<file path="config.mk">
export PLATFORM = sky130hd
export DESIGN_NAME = sha1_stream_hasher_flat
export DESIGN_NICKNAME = d
export VERILOG_FILES = /design/src/hw/rtl/sha1sh_pkg.sv /design/src/hw/rtl/sha1sh_msg_if.sv /design/src/hw/rtl/sha1sh_digest_if.sv /design/src/hw/rtl/sha1sh_round.sv /design/src/hw/rtl/sha1sh_sched.sv /design/src/hw/rtl/sha1_stream_hasher.sv /design/src/flat_wrapper.sv
export SDC_FILE = /design/constraint.sdc
export NUM_CORES = 2
export LEC_CHECK = 0
export ABC_AREA = 1
export BUFFER_PORTS_ARGS = -buffer_cell sky130_fd_sc_hd__buf_4
export CORE_MARGIN = 4
export CORE_UTILIZATION = 45
export DETAILED_ROUTE_END_ITERATION = 16
export GPL_ROUTABILITY_DRIVEN = 0
export HOLD_SLACK_MARGIN = 0.08
export MAX_ROUTING_LAYER = met4
export PLACE_DENSITY_LB_ADDON = 0.3
export REMOVE_ABC_BUFFERS = 1
export SYNTH_ARGS = -nofsm -noshare
export SYNTH_HDL_FRONTEND = slang
export SYNTH_SLANG_ARGS = --single-unit
</file>
<file path="constraint.sdc">
create_clock -name clk -period 16.4 [get_ports clk]
set_input_delay 1.64 -clock clk [delete_from_list [all_inputs] [get_ports clk]]
set_output_delay 1.64 -clock clk [all_outputs]
set_load 0.01 [all_outputs]
</file>
<file path="src/hw/rtl/sha1sh_pkg.sv">
package sha1sh_pkg;

	// Action codes on the message channel
	localparam logic [1:0] ACT_ABSORB  = 2'd0;
	localparam logic [1:0] ACT_DIGEST  = 2'd1;
	localparam logic [1:0] ACT_RESTART = 2'd2;

	// Initial chaining value, word 0 at index 0
	localparam logic [31:0] H0 = 32'h67452301;
	localparam logic [31:0] H1 = 32'hefcdab89;
	localparam logic [31:0] H2 = 32'h98badcfe;
	localparam logic [31:0] H3 = 32'h10325476;
	localparam logic [31:0] H4 = 32'hc3d2e1f0;
	localparam logic [4:0][31:0] H_INIT = {H4, H3, H2, H1, H0};

	// Round constants, one per group of twenty rounds
	localparam logic [31:0] K0 = 32'h5a827999;
	localparam logic [31:0] K1 = 32'h6ed9eba1;
	localparam logic [31:0] K2 = 32'h8f1bbcdc;
	localparam logic [31:0] K3 = 32'hca62c1d6;

	localparam logic [7:0] PAD_MARK = 8'h80;
	localparam int unsigned ROUNDS = 80;
	localparam int unsigned BLOCK_WORDS = 16;

	// Working variables of the compression
	typedef struct packed {
		logic [31:0] a;
		logic [31:0] b;
		logic [31:0] c;
		logic [31:0] d;
		logic [31:0] e;
	} vars_t;

	// Build one big-endian block word, applying message padding on a digest
	function automatic logic [31:0] pad_word(
		input logic [3:0]  widx,
		input logic        dig,
		input logic        blk,
		input logic [31:0] mem_word,
		input logic [5:0]  pend,
		input logic [63:0] bits
	);
		logic [31:0] res;
		logic [5:0]  idx;
		logic [7:0]  mb;
		logic [7:0]  lb;
		logic        short_pad;
		res = '0;
		short_pad = (pend[5:3] != 3'b111);
		for (int l = 0; l < 4; l++) begin
			idx = {widx, 2'(l)};
			mb = mem_word[8*(3-l) +: 8];
			lb = bits[{~idx[2:0], 3'b000} +: 8];
			if (!dig) begin
				res[8*(3-l) +: 8] = mb;
			end else if (!blk) begin
				if (idx < pend)
					res[8*(3-l) +: 8] = mb;
				else if (idx == pend)
					res[8*(3-l) +: 8] = PAD_MARK;
				else if (short_pad && idx[5:3] == 3'b111)
					res[8*(3-l) +: 8] = lb;
				else
					res[8*(3-l) +: 8] = 8'h00;
			end else begin
				if (idx[5:3] == 3'b111)
					res[8*(3-l) +: 8] = lb;
				else
					res[8*(3-l) +: 8] = 8'h00;
			end
		end
		return res;
	endfunction

endpackage

</file>
<file path="src/hw/rtl/sha1sh_msg_if.sv">
interface sha1sh_msg_if;
	logic       valid;
	logic       ready;
	logic [1:0] action;
	logic [7:0] msg_byte;

	modport source(output valid, output action, output msg_byte, input ready);
	modport sink(input valid, input action, input msg_byte, output ready);
endinterface

</file>
<file path="src/hw/rtl/sha1sh_digest_if.sv">
interface sha1sh_digest_if;
	logic        valid;
	logic        ready;
	logic [31:0] digest_word;
	logic [2:0]  word_index;
	logic        last_word;

	modport source(output valid, output digest_word, output word_index, output last_word,
		input ready);
	modport sink(input valid, input digest_word, input word_index, input last_word,
		output ready);
endinterface

</file>
<file path="src/hw/rtl/sha1sh_round.sv">
module sha1sh_round
	import sha1sh_pkg::*;
(
	input  vars_t       cur,
	input  logic [31:0] w,
	input  logic [6:0]  rnd,
	output vars_t       nxt
);

	logic [31:0] f;
	logic [31:0] k;

	// Pick the boolean function and constant for this round group
	always_comb begin
		if (rnd < 7'd20) begin
			f = (cur.b & cur.c) | (~cur.b & cur.d);
			k = K0;
		end else if (rnd < 7'd40) begin
			f = cur.b ^ cur.c ^ cur.d;
			k = K1;
		end else if (rnd < 7'd60) begin
			f = (cur.b & cur.c) | (cur.b & cur.d) | (cur.c & cur.d);
			k = K2;
		end else begin
			f = cur.b ^ cur.c ^ cur.d;
			k = K3;
		end
	end

	// One round: new a from the sum, rotate the rest down
	always_comb begin
		nxt.a = {cur.a[26:0], cur.a[31:27]} + f + cur.e + k + w;
		nxt.b = cur.a;
		nxt.c = {cur.b[1:0], cur.b[31:2]};
		nxt.d = cur.c;
		nxt.e = cur.d;
	end

endmodule

</file>
<file path="src/hw/rtl/sha1sh_sched.sv">
module sha1sh_sched
	import sha1sh_pkg::*;
(
	input  logic        clk,
	input  logic        load,
	input  logic [31:0] load_word,
	input  logic        step,
	output logic [31:0] w_cur
);

	// Sixteen-word window; entry 0 is the word for the current round
	logic [31:0] win_q [BLOCK_WORDS];
	logic [31:0] mix;

	assign mix = win_q[13] ^ win_q[8] ^ win_q[2] ^ win_q[0];
	assign w_cur = win_q[0];

	// Shift in block words on load, expanded words on each round
	always_ff @(posedge clk) begin
		if (load || step) begin
			for (int i = 0; i < BLOCK_WORDS - 1; i++)
				win_q[i] <= win_q[i+1];
			win_q[BLOCK_WORDS-1] <= load ? load_word : {mix[30:0], mix[31]};
		end
	end

endmodule

</file>
<file path="src/hw/rtl/sha1_stream_hasher.sv">
// SHA-1 over a byte stream. Each absorb beat on msg writes the byte into a 16-word block
// buffer memory; the beat that completes a 64-byte block starts a compression during which
// msg is not ready: the block streams out of the buffer memory (one word per cycle) into the
// schedule window, then runs on the single round unit (one round per cycle) and folds into
// the chaining value. A digest beat runs the same compression on a padded copy, once or twice
// (twice when more than 55 bytes are pending), then presents the five digest words on the
// digest channel, word 0 first, leaving the stored state untouched. Action code 3 is taken
// and ignored.
module sha1_stream_hasher
	import sha1sh_pkg::*;
(
	input  logic             clk,
	input  logic             arst_n,
	sha1sh_msg_if.sink       msg,
	sha1sh_digest_if.source  digest
);

	typedef enum logic [4:0] {
		ST_IDLE  = 5'b00001,
		ST_LOAD  = 5'b00010,
		ST_ROUND = 5'b00100,
		ST_FOLD  = 5'b01000,
		ST_EMIT  = 5'b10000
	} state_t;

	state_t           state_q;
	logic [63:0]      count_q;
	logic [4:0][31:0] chain_q;
	logic [4:0][31:0] hv_q;
	vars_t            vars_q;
	vars_t            vars_nxt;
	logic             dig_q;
	logic             blk_q;
	logic [4:0]       ld_q;
	logic [6:0]       rnd_q;
	logic [2:0]       widx_q;

	logic [31:0]      mem_q [BLOCK_WORDS];
	logic [31:0]      rd_q;
	logic [31:0]      blk_word;
	logic [31:0]      w_cur;
	logic [4:0]       lane_sh;
	logic [4:0][31:0] sum;
	logic             msg_acc;
	logic             out_acc;
	logic             sched_load;
	logic             sched_step;

	assign msg.ready = (state_q == ST_IDLE);
	assign msg_acc   = msg.valid && msg.ready;
	assign out_acc   = digest.valid && digest.ready;

	// Write bytes big-endian into the word-wide buffer
	assign lane_sh = {~count_q[1:0], 3'b000};
	always_ff @(posedge clk) begin
		if (msg_acc && msg.action == ACT_ABSORB)
			mem_q[count_q[5:2]][lane_sh +: 8] <= msg.msg_byte;
	end

	// Registered read, addressed by the load counter
	always_ff @(posedge clk) begin
		rd_q <= mem_q[ld_q[3:0]];
	end

	// Pad the word read in the previous cycle
	assign blk_word = pad_word(ld_q[3:0] - 4'd1, dig_q, blk_q, rd_q, count_q[5:0],
		{count_q[60:0], 3'b000});

	assign sched_load = (state_q == ST_LOAD) && (ld_q != 5'd0);
	assign sched_step = (state_q == ST_ROUND);

	sha1sh_sched u_sched (
		.clk       (clk),
		.load      (sched_load),
		.load_word (blk_word),
		.step      (sched_step),
		.w_cur     (w_cur)
	);

	sha1sh_round u_round (
		.cur (vars_q),
		.w   (w_cur),
		.rnd (rnd_q),
		.nxt (vars_nxt)
	);

	// Feed-forward sum of the block result
	assign sum[0] = hv_q[0] + vars_q.a;
	assign sum[1] = hv_q[1] + vars_q.b;
	assign sum[2] = hv_q[2] + vars_q.c;
	assign sum[3] = hv_q[3] + vars_q.d;
	assign sum[4] = hv_q[4] + vars_q.e;

	// Working registers of the compression
	always_ff @(posedge clk) begin
		if (state_q == ST_LOAD && ld_q == 5'(BLOCK_WORDS))
			vars_q <= vars_t'({hv_q[0], hv_q[1], hv_q[2], hv_q[3], hv_q[4]});
		else if (state_q == ST_ROUND)
			vars_q <= vars_nxt;
	end

	// Sequencer
	always_ff @(posedge clk or negedge arst_n) begin
		if (!arst_n) begin
			state_q <= ST_IDLE;
			count_q <= '0;
			chain_q <= H_INIT;
			hv_q    <= H_INIT;
			dig_q   <= 1'b0;
			blk_q   <= 1'b0;
			ld_q    <= '0;
			rnd_q   <= '0;
			widx_q  <= '0;
		end else begin
			case (state_q)
				ST_IDLE: begin
					if (msg_acc) begin
						case (msg.action)
							ACT_ABSORB: begin
								count_q <= count_q + 64'd1;
								if (count_q[5:0] == 6'h3f) begin
									hv_q    <= chain_q;
									dig_q   <= 1'b0;
									blk_q   <= 1'b0;
									ld_q    <= '0;
									state_q <= ST_LOAD;
								end
							end
							ACT_DIGEST: begin
								hv_q    <= chain_q;
								dig_q   <= 1'b1;
								blk_q   <= 1'b0;
								ld_q    <= '0;
								state_q <= ST_LOAD;
							end
							ACT_RESTART: begin
								chain_q <= H_INIT;
								count_q <= '0;
							end
							default: begin
							end
						endcase
					end
				end
				ST_LOAD: begin
					// Stream the block in, then start the rounds
					if (ld_q == 5'(BLOCK_WORDS)) begin
						rnd_q   <= '0;
						state_q <= ST_ROUND;
					end else begin
						ld_q <= ld_q + 5'd1;
					end
				end
				ST_ROUND: begin
					if (rnd_q == 7'(ROUNDS - 1))
						state_q <= ST_FOLD;
					else
						rnd_q <= rnd_q + 7'd1;
				end
				ST_FOLD: begin
					hv_q <= sum;
					if (!dig_q) begin
						chain_q <= sum;
						state_q <= ST_IDLE;
					end else if (!blk_q && count_q[5:3] == 3'b111) begin
						blk_q   <= 1'b1;
						ld_q    <= '0;
						state_q <= ST_LOAD;
					end else begin
						widx_q  <= '0;
						state_q <= ST_EMIT;
					end
				end
				ST_EMIT: begin
					// Advance through the five words on each taken beat
					if (out_acc) begin
						if (widx_q == 3'd4)
							state_q <= ST_IDLE;
						else
							widx_q <= widx_q + 3'd1;
					end
				end
				default: begin
					state_q <= ST_IDLE;
				end
			endcase
		end
	end

	// Digest channel
	assign digest.valid       = (state_q == ST_EMIT);
	assign digest.word_index  = widx_q;
	assign digest.last_word   = (widx_q == 3'd4);
	always_comb begin
		case (widx_q)
			3'd0:    digest.digest_word = hv_q[0];
			3'd1:    digest.digest_word = hv_q[1];
			3'd2:    digest.digest_word = hv_q[2];
			3'd3:    digest.digest_word = hv_q[3];
			default: digest.digest_word = hv_q[4];
		endcase
	end

endmodule

</file>
<file path="src/flat_wrapper.sv">
// flat-port wrapper written by rule: the top's interface ports become plain ports
module sha1_stream_hasher_flat import sha1sh_pkg::*;
  (clk, arst_n, msg_valid, msg_action, msg_msg_byte, msg_ready, digest_valid, digest_digest_word, digest_word_index, digest_last_word, digest_ready);
  sha1sh_msg_if msg_i ();
  sha1sh_digest_if digest_i ();
  input  logic clk;
  input  logic arst_n;
  input wire logic [$bits(msg_i.valid)-1:0] msg_valid;
  input wire logic [$bits(msg_i.action)-1:0] msg_action;
  input wire logic [$bits(msg_i.msg_byte)-1:0] msg_msg_byte;
  output wire logic [$bits(msg_i.ready)-1:0] msg_ready;
  output wire logic [$bits(digest_i.valid)-1:0] digest_valid;
  output wire logic [$bits(digest_i.digest_word)-1:0] digest_digest_word;
  output wire logic [$bits(digest_i.word_index)-1:0] digest_word_index;
  output wire logic [$bits(digest_i.last_word)-1:0] digest_last_word;
  input wire logic [$bits(digest_i.ready)-1:0] digest_ready;
  assign msg_i.valid = msg_valid;
  assign msg_i.action = msg_action;
  assign msg_i.msg_byte = msg_msg_byte;
  assign msg_ready = msg_i.ready;
  assign digest_valid = digest_i.valid;
  assign digest_digest_word = digest_i.digest_word;
  assign digest_word_index = digest_i.word_index;
  assign digest_last_word = digest_i.last_word;
  assign digest_i.ready = digest_ready;
  sha1_stream_hasher u_core (.clk(clk), .arst_n(arst_n), .msg(msg_i), .digest(digest_i));
endmodule
</file>
Word level (Yosys, flattened, before mapping)

Memory sizes are Yosys's and may differ from the RTL's. A register that Yosys moved wholly into a read port is not among the register bits.
Index checks and enable logic that the tools add are counted.
W data, S select, Z words.

Bits in registers: 566
Bits in writable memories: 1,024
Bits of input ports: 14
Output and inout bits: 38
Logic and storage cells: 214
Memories kept: 2

Memory list:

| name                 | depth | bits a word | read ports | clocked after Yosys merged registers in | wr ports | line                     | RTL |
|---|---|---|---|---|---|---|---|
| u_core.mem_q         | 16    | 32          | 1          | 1                                       | 1        | sha1_stream_hasher.sv:38 | `logic [31:0] mem_q [BLOCK_WORDS];` |
| u_core.u_sched.win_q | 16    | 32          | 16         | 0                                       | 16       | sha1sh_sched.sv:12       | `logic [31:0] win_q [BLOCK_WORDS];` |

Add/sub/neg operators: 15
Magnitude comparators: 7
Equal/unequal tests: 37
Shifts and indexed selects: 6
Mux-type cells: 79
Bitwise logic cells: 18
Reductions and logical operators: 28

Operators by type and width:

| operator                 | count |
|---|---|
| $mux W160                | 7 |
| $pmux W160 S2            | 3 |
| $add A32 B32 Y32         | 9 |
| $shiftx A64 B7 Y8        | 4 |
| $mux W32                 | 7 |
| $mux W8                  | 24 |
| $xor A32 B32 Y32         | 5 |
| $and A32 B32 Y32         | 4 |
| $pmux W32 S4             | 1 |
| $pmux W64 S2             | 1 |
| $or A32 B32 Y32          | 3 |
| $mux W5                  | 13 |
| $add A64 B1 Y64 const B  | 1 |
| $not A32 Y32             | 1 |
| $shift A8 B7 Y32 const A | 1 |
| $shiftx A8 B7 Y32        | 1 |
| $mux W31                 | 1 |
| $pmux W5 S5              | 1 |
| $eq A6 B6 Y1             | 4 |
| $lt A6 B6 Y1             | 4 |
| $ne A2 B2 Y1 const B     | 11 |
| $pmux W5 S2              | 2 |
| $pmux W5 S3              | 1 |
| $lt A7 B6 Y1 const B     | 2 |
| other kinds (41)         | 79 |

Longest topological paths before layout

Word-level depth: 12
Gate-level depth with buffers: 30
Gate-level depth less buffers: 30

Modules after synthesis

A second synthesis with hierarchy kept.

Cells, all modules: 9,431
Area total of the unflattened synthesis: 84,790.1 µm²

Modules (own cells, without submodules):

| module             | times used | cells each | area an instance (µm²) | seq. area each (µm²) |
|---|---|---|---|---|
| sha1_stream_hasher | 1          | 7,296      | 59,592.2               | 31,106.1 |
| sha1sh_sched       | 1          | 1,097      | 18,001.0               | 15,374.7 |
| sha1sh_round       | 1          | 1,038      | 7,196.9                | 0.0 |

Least setup slack after synthesis

Ideal clock, no wire load.

Path kind: register to register
Start point: register u_core.ld_q[0]
End point: memory u_core.u_sched.win_q[0][0], enable pin
Data arrival time: 10,373 ps
Required time: 12,738 ps
Setup slack: 2,365 ps
Stages on the path, launching flop included: 9
Path buffers: 3
Period minus slack after synthesis: 14,035 ps
Cell sequence: dfrtp_1 -> inv_2 -> clkbuf_1 -> buf_1 -> ha_1 -> nand3_1 -> o21ai_1 -> clkbuf_1 -> nand2_1

RTL lines:

| item                   | line                      | RTL |
|---|---|---|
| from (decl)            | sha1_stream_hasher.sv:34  | `logic [4:0] ld_q;` |
| from (signal assigned) | sha1_stream_hasher.sv:151 | `ld_q <= ld_q + 5'd1;` |
| to (decl)              | sha1sh_sched.sv:12        |  |

Worst setup path in the final report

Start point: register u_core.rnd_q[6]
End point: register u_core.vars_q[146] (netlist bit), data pin

Cells in the longest elaborated chain, start to end: 10
Elaborated cells on any way between the ends: 15
Those cells by class: 4 x add/sub; 3 x order compare; 8 x mux

Ends and longest elaborated chain:

| item                               | line                      | RTL |
|---|---|---|
| from (decl)                        | sha1_stream_hasher.sv:35  | `logic [6:0] rnd_q;` |
| from (signal assigned)             | sha1_stream_hasher.sv:158 | `rnd_q <= rnd_q + 7'd1;` |
| $lt A7 B6 Y1                       | sha1sh_round.sv:21        | `end else if (rnd < 7'd60) begin` |
| $mux W32                           | sha1sh_round.sv:21        |  |
| $mux W32                           | sha1sh_round.sv:18        | `end else if (rnd < 7'd40) begin` |
| $mux W32                           | sha1sh_round.sv:15        | `if (rnd < 7'd20) begin` |
| $add A32 B32 Y32 (2 in series)     | sha1sh_round.sv:32        | `nxt.a = {cur.a[26:0], cur.a[31:27]} + f + cur.e + k + w;` |
| $add A32 B32 Y32 (*) (2 in series) | sha1sh_round.sv:32        |  |
| $mux W160 (*)                      | sha1_stream_hasher.sv:98  | `else if (state_q == ST_ROUND)` |
| $mux W160 (*)                      | sha1_stream_hasher.sv:96  | `if (state_q == ST_LOAD && ld_q == 5'(BLOCK_WORDS))` |
| to (signal assigned)               | sha1_stream_hasher.sv:97  | `vars_q <= vars_t'({hv_q[0], hv_q[1], hv_q[2], hv_q[3], hv_q[4]});` |
| to (signal assigned)               | sha1_stream_hasher.sv:99  | `vars_q <= vars_nxt;` |
| to (decl)                          | sha1_stream_hasher.sv:30  | `vars_t vars_q;` |

Mark *: on every way between the ends. The rest lies on a longest branch, timed or not. The select of a mux whose other input is x is not followed.
A chain may end at the register's enable or synchronous reset.

==> results by group <==
Status
  • Status: complete, no violations

Global route
  • GRT overflow: 0
  • Vias in the first global route: 62024
  • Initial antenna violation count: 6
  • Largest net degree at the start of global routing: 212
  • First-pass GRT wire length: 383000 um
  • GR Util All Layers: 27.0%

Logic synthesis
  • Yosys reg bits: 1619
  • Number of synthesized flops with an enable pin: 1184
  • Register area share after synthesis: 56.0%
  • Mean Syn Cell Area: 9.22 sq um
  • Mapped Cells: 8992
  • Synth Flop Type: edfxtp_1
  • Yosys warns: 0
  • Post-synth cell types: 53
  • Synth async-reset ratio: 24.9%
  • Synthesized area: 82900 sq um

Routing
  • Pre-antenna DRT Iters: 9
  • WL/cell: 22.1 um
  • Drt via density: 5.67
  • Starting DRT DRC Count: 8459
  • Final ANT Viol Nets: 0
  • DRC Markers: 0
  • Routed WL: 256000 um
  • Via count: 65756

Layout
  • Share of cells above drive strength 1: 6.63%
  • Design area: 91600 sq um
  • Fin nets: 9347
  • Commonest non-fill, non-tap cell in the layout: nand2_1
  • Final instance count without filler cells: 11595
  • P&R area growth vs syn: 10.4%
  • End-of-flow core utilization: 50.0%
  • Commonest non-fill, non-tap cells in the layout: nand2_1, edfxtp_1, inv_1, nor2_1, o21ai_0

Timing
  • Clk_skew: 0.0847 ns
  • RSZ-0062 raised after global routing: false
  • Tcrit/Tclk final: 37.2%
  • Slew margin rel.: 13.4%
  • WHS: 0.397 ns
  • Worst-margin pin slew: 1.29 ns
  • Fin. max-slew vios: 0
  • Fmax: 164 MHz
  • Final setup violation count: 0
  • Final Critical Period: 6.11 ns
  • Final-report hold violation count: 0
  • Setup ws final: 10.29 ns

Power and ir drop
  • Max IR drop VDD: 0.0000982 V
  • Static Leak: 0.0380 uW
  • Pwr Density: 162 nW/um^2

Hold path
  • Hold depth: 0
  • Hold Path Class: register to register

Worst setup path
  • Crit Path Max Fanout: 30
  • CP Capture Point: u_core.vars_q[146]
  • Worst Setup End Kind: register
  • Critical Path RT: 16.92 ns
  • Critical path launch point: u_core.rnd_q[6]
  • Reg-to-Reg Start: u_core.rnd_q[6]
  • CP Class: register to register
  • Crit path arrival time: 6.63 ns
  • Startpoint Class: register
  • FF-to-FF path depth: 26
  • Worst reg2reg endpoint: u_core.vars_q[146]
  • FF-to-FF setup slack: 10.29 ns

Floorplanning
  • Chip width: 437 um
  • Initial Util: 45.3%
  • FP Rows: 157
  • CORE AREA: 183000 sq um
  • Ports: 52
  • Die H: 437 um
  • Die ar.: 191000 sq um

Clock tree
  • TritonCTS buffer count: 173
  • Clk Tree Root Cell: clkbuf_16
  • Post-CTS Setup Inserts: 0
  • CTS Hold Bufs: 0
  • Reg clk slew, reported paths: 0.06 ns
  • TritonCTS clock tree: done
  • Clock Path Buffers: 3
  • Htree depth: 4
  • Worst-skew pair later-pin latency: 0.86 ns
  • # clock sinks: 1619
  • Post_cts resized: 0

Placed design
  • Placed insts: 11263
  • IO Port Bufs: 51
  • Worst slack, placed: 10.43 ns
  • DP HPWL: 183000 um
  • Area post-placement: 85700 sq um

Flow run
  • Max_cap viols: 0
final cells by class:
type	instances	area [sq um]
antenna	7	17.5
clock buffer	226	4740
clock inverter	99	1150
fill	16709	91500
inverter	1088	4100
multi-input combinational	5982	31100
sequential	1619	46500
tap	2464	3080
timing repair buffer	110	858
layer usage:
layer / up-vias / part of all wire, % / track usage [%]
met5: - / 0 / -
met2: 3436 / 43 / 39.0
li1: 29995 / - / -
met1: 31540 / 40 / 35.7
met3: 785 / 10 / 5.27
met4: 0 / 6.7 / 15.5
power by group:
part           internal [uW]  total [uW]  switching [uW]
clock network           2280        4000            1720
registers               5360        5960             606
logic                   1420        4920            3500
synth_stat cells, types with 3 or more instances:
cell / instances / area (sq um)
dfrtp_1: 242 / 6060
buf_4: 8 / 60.1
o21bai_1: 31 / 233
nor3_1: 100 / 500
nor4_1: 8 / 50.1
nor2_1: 910 / 3420
xnor2_1: 76 / 666
o22ai_1: 132 / 826
and2_1: 10 / 62.6
nand3_1: 468 / 2340
dfxtp_1: 32 / 641
buf_6: 6 / 67.6
buf_1: 32 / 120
o21ai_1: 91 / 455
a22oi_1: 7 / 52.6
clkinv_1: 5 / 18.8
nand2_2: 3 / 18.8
and3_1: 8 / 50.1
o21ai_0: 605 / 3030
edfxtp_1: 1184 / 35600
a21o_1: 4 / 30.0
o21a_1: 5 / 37.5
a221oi_1: 33 / 289
o31ai_1: 11 / 82.6
nor2_2: 3 / 18.8
o211ai_1: 51 / 383
a31oi_1: 14 / 87.6
o221ai_1: 53 / 464
clkbuf_1: 185 / 694
ha_1: 239 / 2990
nand4_1: 101 / 632
nand3b_1: 12 / 90.1
inv_1: 1071 / 4020
or2_2: 24 / 150
dfstp_2: 161 / 4230
a21oi_1: 398 / 1990
xor2_1: 72 / 631
nand2_1: 2379 / 8930
buf_2: 70 / 350
inv_2: 12 / 45.0
fa_1: 120 / 2400
worst max-delay path, stage by stage (launching register included):
cell and delay [ns]:
dfrtp_1 0.39, inv_1 0.15, nand2_1 0.10, nor2_2 0.11, buf_4 0.33, inv_1 0.23, nand2_1 0.46, buf_4 0.32
o22ai_1 0.10, a21oi_1 0.21, fa_1 0.48, fa_1 0.52, inv_1 0.05, fa_1 0.57, inv_1 0.06, ha_1 0.27
nand2_1 0.06, o21ai_0 0.53, nand2_1 0.10, nand2_1 0.16, nand2_1 0.07, nand2_1 0.14, nand2_1 0.09, nand2_1 0.07
nand2_1 0.05, nand3_1 0.07, o21ai_0 0.10
cells by family after synthesis:
logic type | after synthesis | synth area share, %
DFF | 1619 | 56.0
adders and majority gates | 359 | 6.50
AOI/OAI and AO/OA | 1441 | 9.66
buffers and inverters | 1391 | 6.50
muxes | 1 | 0.0121
and+or+nand+nor | 4033 | 19.7
xor gates and xnor gates | 148 | 1.56
registers in the layout, summed over array words and instances (netlist names):
signal,flops
u_core.count_q,61
u_core.hv_q,160
u_core.dig_q,1
u_core.digest.word_index,3
u_core.mem_q,512
u_core.vars_q,160
u_core.u_sched.win_q,512
u_core.blk_q,1
u_core.ld_q,5
u_core.rnd_q,7
u_core.chain_q,160
u_core.state_q,5
u_core.rd_q,32
stage by stage:
step	power, uW	setup TNS (ns)
2_1_floorplan	9180	-2778.44
3_3_place_gp	10700	0
3_5_place_dp	10800	0
4_1_cts	14800	0
5_1_grt	15700	0
6_report	14900	0
how the worst min path moves through the flow:
| stage | start | to | slack (ns) |
|---|---|---|---|
| final | u_core.u_sched.win_q[0][143] | u_core.u_sched.win_q[0][111] | 0.40 |
| after global routing | u_core.u_sched.win_q[0][143] | u_core.u_sched.win_q[0][111] | 0.39 |
| after floorplan | u_core.u_sched.win_q[0][32] | u_core.u_sched.win_q[0][0] | 0.40 |
| after detailed placement | u_core.u_sched.win_q[0][156] | u_core.u_sched.win_q[0][124] | 0.40 |
| after CTS | u_core.u_sched.win_q[0][143] | u_core.u_sched.win_q[0][111] | 0.39 |
| after global placement | u_core.u_sched.win_q[1][131] | u_core.u_sched.win_q[1][99] | 0.40 |
(Power assumes the default switching activity.)
